$ cat config.mk
export PLATFORM = sky130hd
export DESIGN_NAME = epoch_seconds_to_utc_date
export DESIGN_NICKNAME = d
export VERILOG_FILES = /design/src/design/esud_pkg.sv /design/src/design/epoch_seconds_to_utc_date.sv /design/src/design/esud_dp.sv /design/src/design/esud_ctrl.sv
export SDC_FILE = /design/constraint.sdc
export NUM_CORES = 1
export LEC_CHECK = 0
export BUFFER_PORTS_ARGS = -buffer_cell sky130_fd_sc_hd__buf_4
export CELL_PAD_IN_SITES_DETAIL_PLACEMENT = 0
export CELL_PAD_IN_SITES_GLOBAL_PLACEMENT = 1
export CORE_MARGIN = 2
export CORE_UTILIZATION = 40
export DETAILED_ROUTE_END_ITERATION = 10
export PLACE_DENSITY = 0.76
export SYNTH_ARGS = -nofsm -noshare
export SYNTH_HDL_FRONTEND = slang
export SYNTH_HIERARCHICAL = 1
export SYNTH_SLANG_ARGS = --single-unit
$ cat constraint.sdc
create_clock -name clk -period 21 [get_ports clk]
set_input_delay 2.1 -clock clk [delete_from_list [all_inputs] [get_ports clk]]
set_output_delay 2.1 -clock clk [all_outputs]
set_load 0.005 [all_outputs]
$ cat src/design/esud_pkg.sv
// ----------------------------------------------------------------------------
// esud_pkg: shared types and constants for epoch seconds to utc date
// command and status structs, reciprocal constants, month start table, helpers
// ----------------------------------------------------------------------------
package esud_pkg;

  localparam int unsigned SecsPerDay   = 86400;
  localparam int unsigned SecsPerHour  = 3600;
  localparam int unsigned SecsPerMin   = 60;
  localparam int unsigned DaysPerWeek  = 7;

  // floor(x * recip / 2**shift) is exact over each operand range
  // day: (secs >> 7) / 675, 25 bit operand, shift 35
  localparam logic [25:0] DayRecip     = 26'd50903317;
  // week: (days + 4) / 7, 16 bit operand, shift 19
  localparam logic [16:0] WeekRecip    = 17'd74899;
  // hour: (tod >> 4) / 225, 13 bit operand, shift 21
  localparam logic [13:0] HourRecip    = 14'd9321;
  // minute: (rem >> 2) / 15, 10 bit operand, shift 14
  localparam logic [10:0] MinRecip     = 11'd1093;

  localparam logic [11:0] EpochYear    = 12'd1970;
  localparam logic [6:0]  EpochYear100 = 7'd70;
  localparam logic [8:0]  EpochYear400 = 9'd370;
  localparam logic [6:0]  Cycle100Last = 7'd99;
  localparam logic [8:0]  Cycle400Last = 9'd399;
  localparam logic [8:0]  YearLen      = 9'd365;
  localparam logic [8:0]  LeapYearLen  = 9'd366;
  localparam logic [8:0]  LastNoLeapDay = 9'd58;
  localparam logic [8:0]  LeapDay      = 9'd59;
  localparam logic [3:0]  WdayOffset   = 4'd4;
  localparam int unsigned NumMonths    = 12;

  typedef struct packed {
    logic load;
    logic day_div;
    logic tod_split;
    logic hour_div;
    logic min_rem;
    logic min_div;
    logic to_year;
    logic year_step;
    logic finish;
  } esud_cmd_t;

  typedef struct packed {
    logic year_done;
  } esud_sts_t;

  function automatic logic [8:0] month_start(input logic [3:0] m);
    case (m)
      4'd0:    month_start = 9'd0;
      4'd1:    month_start = 9'd31;
      4'd2:    month_start = 9'd59;
      4'd3:    month_start = 9'd90;
      4'd4:    month_start = 9'd120;
      4'd5:    month_start = 9'd151;
      4'd6:    month_start = 9'd181;
      4'd7:    month_start = 9'd212;
      4'd8:    month_start = 9'd243;
      4'd9:    month_start = 9'd273;
      4'd10:   month_start = 9'd304;
      4'd11:   month_start = 9'd334;
      default: month_start = 9'd0;
    endcase
  endfunction

  // zero based month: number of later month starts at or below the day
  function automatic logic [3:0] month_index(input logic [8:0] d);
    logic [3:0] idx;
    idx = 4'd0;
    for (int i = 1; i < NumMonths; i++) begin
      if (month_start(4'(i)) <= d) idx = idx + 4'd1;
    end
    month_index = idx;
  endfunction

endpackage

$ cat src/design/epoch_seconds_to_utc_date.sv
// ----------------------------------------------------------------------------
// epoch_seconds_to_utc_date: unsigned epoch seconds to utc calendar date
//
// input: drive in_epoch_seconds and raise start; the beat is taken at a
// rising edge where start is high and busy is low. busy stays high while
// the conversion runs.
// output: out_valid is high for exactly one cycle with all out_ fields
// valid; the receiver takes the beat in that cycle and cannot stall it.
// steps: six steps split day, hour, minute and second by reciprocal
// multiplies, the year walk takes one year per cycle from 1970 until the
// remaining days fit in the current year, and the month lookup is the
// last registered step.
// overlap: none; no new start is taken while busy, and a new start is
// taken in the out_valid cycle.
// reset: synchronous, active low; returns the controller to idle, drops
// busy and out_valid. no state survives between items.
// ----------------------------------------------------------------------------
module epoch_seconds_to_utc_date (
  input  logic        clk,
  input  logic        rst_n,
  input  logic        start,
  output logic        busy,
  input  logic [31:0] in_epoch_seconds,
  output logic        out_valid,
  output logic [5:0]  out_second,
  output logic [5:0]  out_minute,
  output logic [4:0]  out_hour,
  output logic [2:0]  out_weekday,
  output logic [11:0] out_calendar_year,
  output logic [8:0]  out_day_of_year,
  output logic [3:0]  out_month,
  output logic [4:0]  out_day_of_month
);

  esud_pkg::esud_cmd_t cmd;
  esud_pkg::esud_sts_t sts;

  esud_ctrl u_ctrl (
    .clk   (clk),
    .rst_n (rst_n),
    .start (start),
    .sts   (sts),
    .cmd   (cmd),
    .busy  (busy),
    .done  (out_valid)
  );

  esud_dp u_dp (
    .clk              (clk),
    .cmd              (cmd),
    .in_epoch_seconds (in_epoch_seconds),
    .sts              (sts),
    .second           (out_second),
    .minute           (out_minute),
    .hour             (out_hour),
    .weekday          (out_weekday),
    .calendar_year    (out_calendar_year),
    .day_of_year      (out_day_of_year),
    .month            (out_month),
    .day_of_month     (out_day_of_month)
  );

  a_accept_busy: assert property (@(posedge clk) disable iff (!rst_n)
    (start && !busy) |=> busy)
    else $error("accepted beat did not raise busy");

  a_done_idle: assert property (@(posedge clk) disable iff (!rst_n)
    out_valid |-> (!busy && $past(busy)))
    else $error("result strobe outside end of conversion");

  a_date_range: assert property (@(posedge clk) disable iff (!rst_n)
    out_valid |-> (out_month >= 4'd1 && out_month <= 4'd12 &&
                   out_day_of_month >= 5'd1 && out_day_of_month <= 5'd31 &&
                   out_day_of_year <= 9'd365))
    else $error("date field out of range");

  a_time_range: assert property (@(posedge clk) disable iff (!rst_n)
    out_valid |-> (out_hour <= 5'd23 && out_minute <= 6'd59 &&
                   out_second <= 6'd59 && out_weekday <= 3'd6))
    else $error("time field out of range");

endmodule

$ cat src/design/esud_dp.sv
// ----------------------------------------------------------------------------
// esud_dp: datapath
// reciprocal multiply splits for day, hour and minute, weekday residue,
// year walk with century counters, month and day lookup
// ----------------------------------------------------------------------------
module esud_dp (
  input  logic                 clk,
  input  esud_pkg::esud_cmd_t  cmd,
  input  logic [31:0]          in_epoch_seconds,
  output esud_pkg::esud_sts_t  sts,
  output logic [5:0]           second,
  output logic [5:0]           minute,
  output logic [4:0]           hour,
  output logic [2:0]           weekday,
  output logic [11:0]          calendar_year,
  output logic [8:0]           day_of_year,
  output logic [3:0]           month,
  output logic [4:0]           day_of_month
);

  logic [31:0] secs_r;
  logic [15:0] days_r;
  logic [16:0] tod_r;
  logic [13:0] wq_r;
  logic [11:0] mrem_r;
  logic [2:0]  wday_r;
  logic [4:0]  hour_r;
  logic [5:0]  min_r;
  logic [5:0]  sec_r;
  logic [11:0] year_r;
  logic [6:0]  y100_r;
  logic [8:0]  y400_r;
  logic [3:0]  month_r;
  logic [4:0]  mday_r;

  logic [50:0] day_prod;
  logic [31:0] day_base;
  logic [31:0] tod_diff;
  logic [16:0] wk_sum;
  logic [33:0] wk_prod;
  logic [16:0] wk_base;
  logic [16:0] wk_diff;
  logic [26:0] hour_prod;
  logic [16:0] hour_base;
  logic [16:0] mrem_diff;
  logic [20:0] min_prod;
  logic [11:0] min_base;
  logic [11:0] sec_diff;

  logic        leap;
  logic [8:0]  ylen;
  logic        year_done;
  logic [8:0]  yday;
  logic [8:0]  dadj;
  logic [3:0]  midx;
  logic [4:0]  mday_base;
  logic [3:0]  month_nxt;
  logic [4:0]  mday_nxt;

  always_comb begin
    day_prod  = 51'(secs_r[31:7]) * 51'(esud_pkg::DayRecip);
    day_base  = 32'(days_r) * esud_pkg::SecsPerDay;
    tod_diff  = secs_r - day_base;
    wk_sum    = {1'b0, days_r} + {13'd0, esud_pkg::WdayOffset};
    wk_prod   = 34'(wk_sum) * 34'(esud_pkg::WeekRecip);
    wk_base   = {3'd0, wq_r} * 17'(esud_pkg::DaysPerWeek);
    wk_diff   = wk_sum - wk_base;
    hour_prod = 27'(tod_r[16:4]) * 27'(esud_pkg::HourRecip);
    hour_base = {12'd0, hour_r} * 17'(esud_pkg::SecsPerHour);
    mrem_diff = tod_r - hour_base;
    min_prod  = 21'(mrem_r[11:2]) * 21'(esud_pkg::MinRecip);
    min_base  = {6'd0, min_r} * 12'(esud_pkg::SecsPerMin);
    sec_diff  = mrem_r - min_base;
  end

  always_comb begin
    leap      = (year_r[1:0] == 2'd0) && ((y100_r != 7'd0) || (y400_r == 9'd0));
    ylen      = leap ? esud_pkg::LeapYearLen : esud_pkg::YearLen;
    year_done = days_r < {7'd0, ylen};
    yday      = days_r[8:0];
    dadj      = (leap && (yday > esud_pkg::LastNoLeapDay)) ? yday - 9'd1 : yday;
    midx      = esud_pkg::month_index(dadj);
    mday_base = (leap && (yday == esud_pkg::LeapDay)) ? 5'd2 : 5'd1;
    month_nxt = midx + 4'd1;
    mday_nxt  = 5'(dadj - esud_pkg::month_start(midx)) + mday_base;
  end

  assign sts.year_done = year_done;

  always_ff @(posedge clk) begin
    if (cmd.load) begin
      secs_r <= in_epoch_seconds;
    end else if (cmd.day_div) begin
      days_r <= day_prod[50:35];
    end else if (cmd.tod_split) begin
      tod_r <= tod_diff[16:0];
      wq_r  <= wk_prod[32:19];
    end else if (cmd.hour_div) begin
      hour_r <= hour_prod[25:21];
      wday_r <= wk_diff[2:0];
    end else if (cmd.min_rem) begin
      mrem_r <= mrem_diff[11:0];
    end else if (cmd.min_div) begin
      min_r <= min_prod[19:14];
    end else if (cmd.to_year) begin
      sec_r  <= sec_diff[5:0];
      year_r <= esud_pkg::EpochYear;
      y100_r <= esud_pkg::EpochYear100;
      y400_r <= esud_pkg::EpochYear400;
    end else if (cmd.year_step && !year_done) begin
      days_r <= days_r - {7'd0, ylen};
      year_r <= year_r + 12'd1;
      y100_r <= (y100_r == esud_pkg::Cycle100Last) ? 7'd0 : y100_r + 7'd1;
      y400_r <= (y400_r == esud_pkg::Cycle400Last) ? 9'd0 : y400_r + 9'd1;
    end else if (cmd.finish) begin
      month_r <= month_nxt;
      mday_r  <= mday_nxt;
    end
  end

  assign second        = sec_r;
  assign minute        = min_r;
  assign hour          = hour_r;
  assign weekday       = wday_r;
  assign calendar_year = year_r;
  assign day_of_year   = yday;
  assign month         = month_r;
  assign day_of_month  = mday_r;

endmodule

$ cat src/design/esud_ctrl.sv
// ----------------------------------------------------------------------------
// esud_ctrl: controller
// sequences the day, hour and minute splits, the year walk and the month lookup
// ----------------------------------------------------------------------------
module esud_ctrl (
  input  logic                 clk,
  input  logic                 rst_n,
  input  logic                 start,
  input  esud_pkg::esud_sts_t  sts,
  output esud_pkg::esud_cmd_t  cmd,
  output logic                 busy,
  output logic                 done
);

  typedef enum logic [3:0] {
    S_IDLE,
    S_DAY,
    S_TOD,
    S_HOUR,
    S_MREM,
    S_MIN,
    S_YSET,
    S_YEAR,
    S_MONTH
  } state_t;

  state_t                        state_r;
  logic                          done_r;

  always_ff @(posedge clk) begin
    if (!rst_n) begin
      state_r <= S_IDLE;
      done_r  <= 1'b0;
    end else begin
      done_r <= 1'b0;
      unique case (state_r)
        S_IDLE: begin
          if (start) state_r <= S_DAY;
        end
        S_DAY:  state_r <= S_TOD;
        S_TOD:  state_r <= S_HOUR;
        S_HOUR: state_r <= S_MREM;
        S_MREM: state_r <= S_MIN;
        S_MIN:  state_r <= S_YSET;
        S_YSET: state_r <= S_YEAR;
        S_YEAR: begin
          if (sts.year_done) state_r <= S_MONTH;
        end
        S_MONTH: begin
          state_r <= S_IDLE;
          done_r  <= 1'b1;
        end
        default: state_r <= S_IDLE;
      endcase
    end
  end

  always_comb begin
    cmd           = '0;
    cmd.load      = (state_r == S_IDLE) && start;
    cmd.day_div   = state_r == S_DAY;
    cmd.tod_split = state_r == S_TOD;
    cmd.hour_div  = state_r == S_HOUR;
    cmd.min_rem   = state_r == S_MREM;
    cmd.min_div   = state_r == S_MIN;
    cmd.to_year   = state_r == S_YSET;
    cmd.year_step = state_r == S_YEAR;
    cmd.finish    = state_r == S_MONTH;
  end

  assign busy = state_r != S_IDLE;
  assign done = done_r;

endmodule
* Word level (Yosys, flattened, before mapping) *
Memory sizes are Yosys's and may differ from the RTL's.
Cells that the tools add are included.

operators by class
  add/sub/neg operators = 23
  multiply operators = 8
  magnitude comparators = 13
  equal/unequal tests = 18
  multiplexer cells = 30
  bitwise operators = 8
  reductions and logical operators = 23

operators with widths
  kind                    count
  $mux 16                 7
  $mul 25x26->51 const B  1
  $mux 4                  12
  $add 4x1->4 const B     10
  $le 8x9->1 const A      4
  $mul 17x17->33 const B  1
  $pmux 4 s8              1
  $le 9x9->1 const A      3
  $mux 9                  3
  $mul 13x14->26 const B  1
  $reduce_and 7->1        3
  $mul 10x11->20 const B  1
  $le 7x9->1 const A      2
  $add 16x3->17 const B   1
  $sub 17x17->17          1
  $eq 4x3->1 const B      4
  $lt 16x9->1             1
  $mul 16x10->10 const B  1
  $sub 16x9->16           1
  $mul 14x3->3 const B    1
  $mux 7                  2
  $add 12x1->12 const B   1
  $mux 12                 1
  $sub 12x12->12          1
  other kinds (39)        59

storage, ports and cells
  flip-flop bits (word level) = 153
  memory bits (read-only) = 144
  input port bits = 35
  memories = 1

memories
  memory            words  width  read ports  clocked after Yosys merged registers in  wr ports  RTL line        source
  (name not given)  16     9      1           0                                        0         esud_pkg.sv:51  case (m)

* Longest topological paths before layout *
Gate-level depths: netlist (run 1).
An unclocked memory read counts as a cell.

  depth after elaboration = 30
  mapped depth = 49
  mapped depth without buffers = 46

* Hierarchy *
The synthesis (run 1) kept the hierarchy.

by module, submodules not included
  module     times used  cells each  area each (µm²)  seq. area each (µm²)
  esud_dp    1           2294        24229.5          4113.9
  esud_ctrl  1           34          284.0            100.1

* Worst setup path after synthesis (run 1) *
No wires, ideal clock.

  path type = register -> register
  from = register u_dp.days_r[2]
  to = register u_dp.mday_r[4], in the netlist u_dp/day_of_month[4], data pin
  data arrival time = 9.419 ns
  data required time = 20.742 ns
  path slack = 11.324 ns
  cell stages (with the launch flop) = 45
  path buffers = 3
  clock period less this slack = 9.676 ns
  path through = edfxtp_1 -> clkbuf_1 -> inv_2 -> ha_1 -> nand3_1 -> a41o_1 -> buf_1 -> o2111ai_2 -> a32oi_4 -> a21oi_1 -> a211oi_1 -> ha_1 -> or4_1 -> and4_1 -> buf_6 -> inv_1 -> ha_1 -> inv_1 -> (+9 left out) -> or3_1 -> a21oi_1 -> a31oi_1 -> mux2i_1 -> inv_1 -> ha_1 -> mux2i_1 -> a21oi_2 -> xor2_1 -> ha_1 -> inv_1 -> fa_1 -> inv_1 -> a21o_1 -> a21oi_1 -> xnor2_1 -> xnor2_1 -> xnor2_1

between the ends
  word-level cells in the longest chain between the ends = 28

ends and longest elaborated chain
  item                      RTL line        source
  start: declaration        esud_dp.sv:22   logic [15:0] days_r;
  start signal: assignment  esud_dp.sv:94   days_r <= day_prod[50:35];
  start signal: assignment  esud_dp.sv:111  days_r <= days_r - {7'd0, ylen};
  $gt 9x6->1                esud_dp.sv:81   dadj = (leap && (yday > esud_pkg::LastNoLeapDay)) ? yday - 9'd1 : yday;
  $logic_and 1x1->1         esud_dp.sv:81
  $mux 9                    esud_dp.sv:81
  $le 5x9->1                esud_pkg.sv:73  if (month_start(4'(i)) <= d) idx = idx + 4'd1;
  $mux 1                    esud_pkg.sv:73
  $add 1x1->2               esud_pkg.sv:73
  $mux 4                    esud_pkg.sv:73
  $add 4x1->4               esud_pkg.sv:73
  (+13 left out)            -
  $add 4x1->4               esud_pkg.sv:73
  $mux 4                    esud_pkg.sv:73
  $add 4x1->4               esud_pkg.sv:73
  $mux 4                    esud_pkg.sv:73
  $mem_v2 16x9              -
  $sub 5x5->5               esud_dp.sv:85   mday_nxt = 5'(dadj - esud_pkg::month_start(midx)) + mday_base;
  $add 5x5->5 (*)           esud_dp.sv:85
  via u_dp.mday_nxt[4]      esud_dp.sv:58   logic [4:0] mday_nxt;
  end signal: assignment    esud_dp.sv:117  mday_r <= mday_nxt;
  end: declaration          esud_dp.sv:34   logic [4:0] mday_r;

The timed path passes the listed nets; every way through them passes the cells marked *.
A chain may end at the register's enable or synchronous reset.

* Worst setup path in the final report (run 1) *
Ends and elaborated chain as after synthesis.

==> out/metrics.cfg, run 1 <==
[outcome]
outcome=finished clean

[critical_path]
path_max_fanout=17
startpoint_type=register
cp.arrival_ns=11.41
slowest_stage=edfxtp_1
criticalPathCategory=reg -> reg
cp-end-kind=register
cpPeakStageDelay_ns=0.76
cp.required_ns=21.24
crit_path_frequent_cell=ha_1

[layout]
drive_gt1_frac=0.0754
seqCellArea_sq_mm=0.00421
area_growth_pct=8.48
multi_input_area_sq_mm=0.0182
layout_commonest_cell=ha_1
mostFrequentLayoutCells=ha_1 (570), inv_1 (507), fa_1 (273)
nets=3278
fillerInstances=5719
num_antenna_cells=0

[clock_network]
post_cts_resized=0
cts.clk_slew.worst_paths_ns=0.07
ctsHoldBuffers=0
postCtsSetupRepairBufs=0
cts-root-buf=clkbuf_16
clk_latency_ns=0.49
cts.path.max_buffers=2
cts_tree=built
htree_levels=4
numCtsBuffers=17
clock_sinks=142

[place]
dp_hpwl_mm=46.2
portBuffers=86
gp_congestion=0.915

[yosys]
synth-seq-cells=142
synth_area_per_cell_sq_um=10.5
syn_area_sq_mm=0.0245
ys.warnings.count=6
synthFlopType=edfxtp_1
synth_fp_nets=3206
synthCells=2328
synth_edf_count=137
async_flop_share=0
synth_top_area_frac=0.291
yosys-top-cells-area=ha_1 (29%), fa_1 (22%), edfxtp_1 (17%), inv_1 (7.8%), xnor2_1 (4.1%)
ys_seq_area_frac=0.172
yosys.area.top_type=ha_1
yosysUniqueCellTypes=103

[timing]
worst_pin_slew_ns=1.08
slew_violations=0
hold_viol_final=0
finalCritPeriodShare=0.532
slew_headroom=0.280
rsz0062_at_grt=false
period_needed_ns=11.17
fin_skew_ns=0.0113
finalSetupViolCount=0
fmax_mhz=89.5
tns_ns=0

[worst_hold_path]
hp-class=reg -> reg

[global_route]
grt_first_pass_wirelength_mm=90.4
grt_pass1_vias=17500
grt_max_degree=38
gr-total-overflow=0
antenna_found_initial=0
track_usage=0.183

[drt]
first_pass_iters=5
drt_iter0_drc=781
drc=0
wl_per_cell_microns=17.3
drt_wl_total_mm=55.3
drtAntennaViolNets=0
vias_per_cell=5.06
vias=16200

[floorplan]
num_io_pins=87
core-area_sq_mm=0.0605
die_w_microns=252
die-area_sq_mm=0.0633
die_h_microns=252
start_util=0.405
num_rows=90

[flow_run]
drv_cap=0

[path summary, 6_finish.rpt]
check	start	endpoint	slack (ns)	cells past startpoint
setup / recovery	u_dp/days_r[2]	u_dp/day_of_month[4]	9.83	41
hold / removal	u_dp/mrem_r[1]	u_dp/second[1]	0.43	0
setup reg to reg	u_dp/days_r[2]	u_dp/day_of_month[4]	9.83	41
hold reg to reg	u_dp/mrem_r[1]	u_dp/second[1]	0.43	0
[metal layers]
layer / GRT usage / part of all wire / vias to the layer above
met5: 0 / 0 / -
met4: 0.0553 / 0.025 / 0
met3: 0.0271 / 0.030 / 66
met2: 0.329 / 0.50 / 233
met1: 0.226 / 0.45 / 7928
li1: - / - / 7925
[through the flow]
step                      instances  utilization  instance area, sq um  setup WS [ns]  hold WS [ns]
after global routing           3195        0.440                 26600           8.84         0.438
after global placement         3163        0.430                 26000          10.41         0.409
after CTS                      3195        0.440                 26600           9.90         0.431
after detailed placement       3163        0.430                 26000           9.97         0.407
after floorplan                2328            -                 24500          11.32         0.400
final                          3195        0.440                 26600           9.83         0.428
[kinds of logic after synthesis]
kind of cell	Yosys count	synth area share
muxes	11	0.00475
adders and majority gates	843	0.514
buffers and inverters	548	0.0867
and+or+nand+nor	315	0.0676
AOI/OAI and AO/OA	298	0.0882
xor gates and xnor gates	171	0.0670
DFF	142	0.172
[cell usage after synthesis (5+ instances only)]
master	number
ha_1	570
inv_1	507
fa_1	273
edfxtp_1	137
xnor2_1	115
a21oi_1	73
nor2_1	73
a21o_1	53
nand2_1	52
xor2_1	47
o21ai_0	40
nor3_1	38
nand3_1	29
nand2b_1	19
clkbuf_1	18
o21bai_1	17
nor2b_1	15
and3_1	14
nand4_1	12
or3_1	11
a31oi_1	10
o21a_1	10
buf_4	9
mux2i_1	9
a211oi_1	8
o2111ai_1	7
and2_1	6
nor4_1	6
or2_2	6
a211o_1	5
dfxtp_1	5
o211ai_1	5
[layout make-up]
cell class | count | share of cell area
Multi-Input combinational cell | 1638 | 0.684
Inverter | 509 | 0.0720
Timing Repair Buffer | 92 | 0.0260
Tap cell | 782 | 0.0368
Sequential cell | 142 | 0.158
Clock inverter | 15 | 0.00645
Clock buffer | 17 | 0.0160
[critical path, delay by kind of cell, from the launching register on]
kind	cells	cell delay [ns]
AO/OA/AOI/OAI	16	4.03
XOR/XNOR	5	0.84
adder cells (fa/ha/maj)	9	3.12
buffers and inverters	6	0.83
flip-flops	1	0.76
multiplexers	2	0.58
AND/OR/NAND/NOR	3	0.75
[flip-flops by register name, summed over array words and instances, names as in the netlist]
name                count
u_dp/y100_r             7
u_dp/tod_r             17
u_dp/day_of_month       5
u_dp/weekday            3
u_dp/y400_r             9
u_dp/days_r            16
u_dp/calendar_year     12
u_ctrl/done             1
u_dp/hour               5
u_dp/wq_r               3
u_dp/month              4
u_ctrl/state_r          4
u_dp/second             6
u_dp/secs_r            32
u_dp/minute             6
u_dp/mrem_r            12
Power of run 1 is left out: the tool's default activity adds up to more than one toggle a clock period on the data nets, which glitch-free logic cannot reach.
==> inputs of run 2 (changes only) <==
- clock period: 21 -> 10.65 ns (I/O delays scaled with it)
==> out/metrics.cfg, run 2 (synthesis gave the netlist of run 1 again) <==
[clock_network]
cts_tree=built
cts.clk_slew.worst_paths_ns=0.07
numCtsBuffers=17
htree_levels=4
cts-root-buf=clkbuf_16
cts.path.max_buffers=2
clock_sinks=142
clk_latency_ns=0.48

[layout]
area_growth_pct=9.18
multi_input_area_sq_mm=0.0182
top_regs=u_dp/secs_r: 32 flops, u_dp/tod_r: 17 flops, u_dp/days_r: 16 flops
drive_gt1_frac=0.0860
mostFrequentLayoutCells=ha_1 (570), inv_1 (506), fa_1 (273)
nets=3296
finalInstanceArea_sq_mm=0.0268
seqCellArea_sq_mm=0.00421
largest_register_ffs=32
layout_commonest_cell=ha_1
top_register=u_dp/secs_r
num_antenna_cells=0
fillerInstances=5695

[global_route]
grt_pass1_vias=17300
grt_first_pass_wirelength_mm=90.0
antenna_found_initial=0
track_usage=0.182
grt_max_degree=38
gr-total-overflow=0

[floorplan]
die-area_sq_mm=0.0633
die_w_microns=252
num_rows=90
num_io_pins=87
die_h_microns=252
core-area_sq_mm=0.0605
start_util=0.405

[timing]
hold_viol_final=0
finalCritPeriodShare=0.941
fmax_mhz=99.8
finalSetupViolCount=0
worst_pin_slew_ns=1.08
setup_slack_ns=0.631
slew_violations=0
fin_skew_ns=0.0148
slew_headroom=0.279
period_needed_ns=10.02

[flow_run]
drv_cap=0

[place]
gp_congestion=0.903
place_ws_ns=0.314
portBuffers=86
dp_hpwl_mm=46.0
place_area_sq_mm=0.0261

[critical_path]
worst_r2r_startpoint=u_dp/y100_r[3]
criticalPathCategory=reg -> reg
cp.required_ns=10.88
reg2reg_depth=40
cp-end-kind=register
path_max_fanout=10
reg2reg_setup_slack_ns=0.63
slowest_stage=or4b_4
startpoint_type=register
cp.arrival_ns=10.25
cpPeakStageDelay_ns=0.61
reg2reg_to=u_dp/day_of_month[4]

[worst_hold_path]
worstHoldStart=u_dp/tod_r[0]
min_to=u_dp/mrem_r[0]
whs_path_depth=0
hp-class=reg -> reg

[drt]
wl_per_cell_microns=17.1
vias_per_cell=5.10
vias=16400
drt_iter0_drc=707
drc=0
drtAntennaViolNets=0
drt_wl_total_mm=55.0
first_pass_iters=6

[outcome]
outcome=finished clean

[run 2: cell types whose count changed in the layout (fill, tap and decap cells not counted), moves of 2 or more]
cell,delta
buf_4,+17
clkinv_4,-2
clkinv_8,-2
clkinvlp_4,+4
[run 2: per-stage QoR]
| step | setup TNS (ns) | cells | hold WS [ns] | utilization |
|---|---|---|---|---|
| after CTS | 0 | 3205 | 0.424 | 0.441 |
| final | 0 | 3213 | 0.423 | 0.443 |
| after floorplan | 0 | 2328 | 0.400 | - |
| after global placement | 0 | 3173 | 0.409 | 0.431 |
| after global routing | -0.0159 | 3213 | 0.440 | 0.443 |
| after detailed placement | 0 | 3173 | 0.405 | 0.431 |
[run 2: final cells by class]
class                           count  area share
Timing Repair Buffer              110      0.0313
Clock buffer                       18      0.0160
Sequential cell                   142       0.157
Clock inverter                     14     0.00556
Inverter                          509      0.0717
Tap cell                          782      0.0366
Multi-Input combinational cell   1638       0.681
[run 2: routing by layer]
layer | share of wire | vias up | global-route usage
li1 | - | 7979 | -
met1 | 0.44 | 8058 | 0.228
met2 | 0.50 | 279 | 0.320
met3 | 0.038 | 77 | 0.0295
met4 | 0.023 | 0 | 0.0575
met5 | 0 | - | 0
[run 2: worst max-delay path by stage]
stage | start | end
6_report | u_dp/y100_r[3] | u_dp/day_of_month[4]
3_3_place_gp | u_dp/y100_r[2] | u_dp/day_of_month[4]
5_1_grt | u_dp/y100_r[3] | u_dp/day_of_month[4]
2_1_floorplan | u_dp/days_r[2] | u_dp/day_of_month[4]
4_1_cts | u_dp/y100_r[3] | u_dp/day_of_month[4]
3_5_place_dp | u_dp/days_r[3] | u_dp/day_of_month[4]
[run 2: worst max-delay path: cells and delay by family, from the launching register on]
family | cells | cell delay (ns)
adders and majority gates | 7 | 2.39
muxes | 2 | 0.47
and+or+nand+nor | 9 | 2.84
xor gates and xnor gates | 4 | 0.58
buffers and inverters | 6 | 0.62
AOI/OAI and AO/OA | 12 | 2.37
DFF | 1 | 0.49
[run 2: timing repair]
action,4_1_cts,5_1_grt
hold buffers,0,0
resized for setup,0,11
setup endpoints to repair,0,4
setup buffers,0,8
Power of run 2 is left out for the same reason.
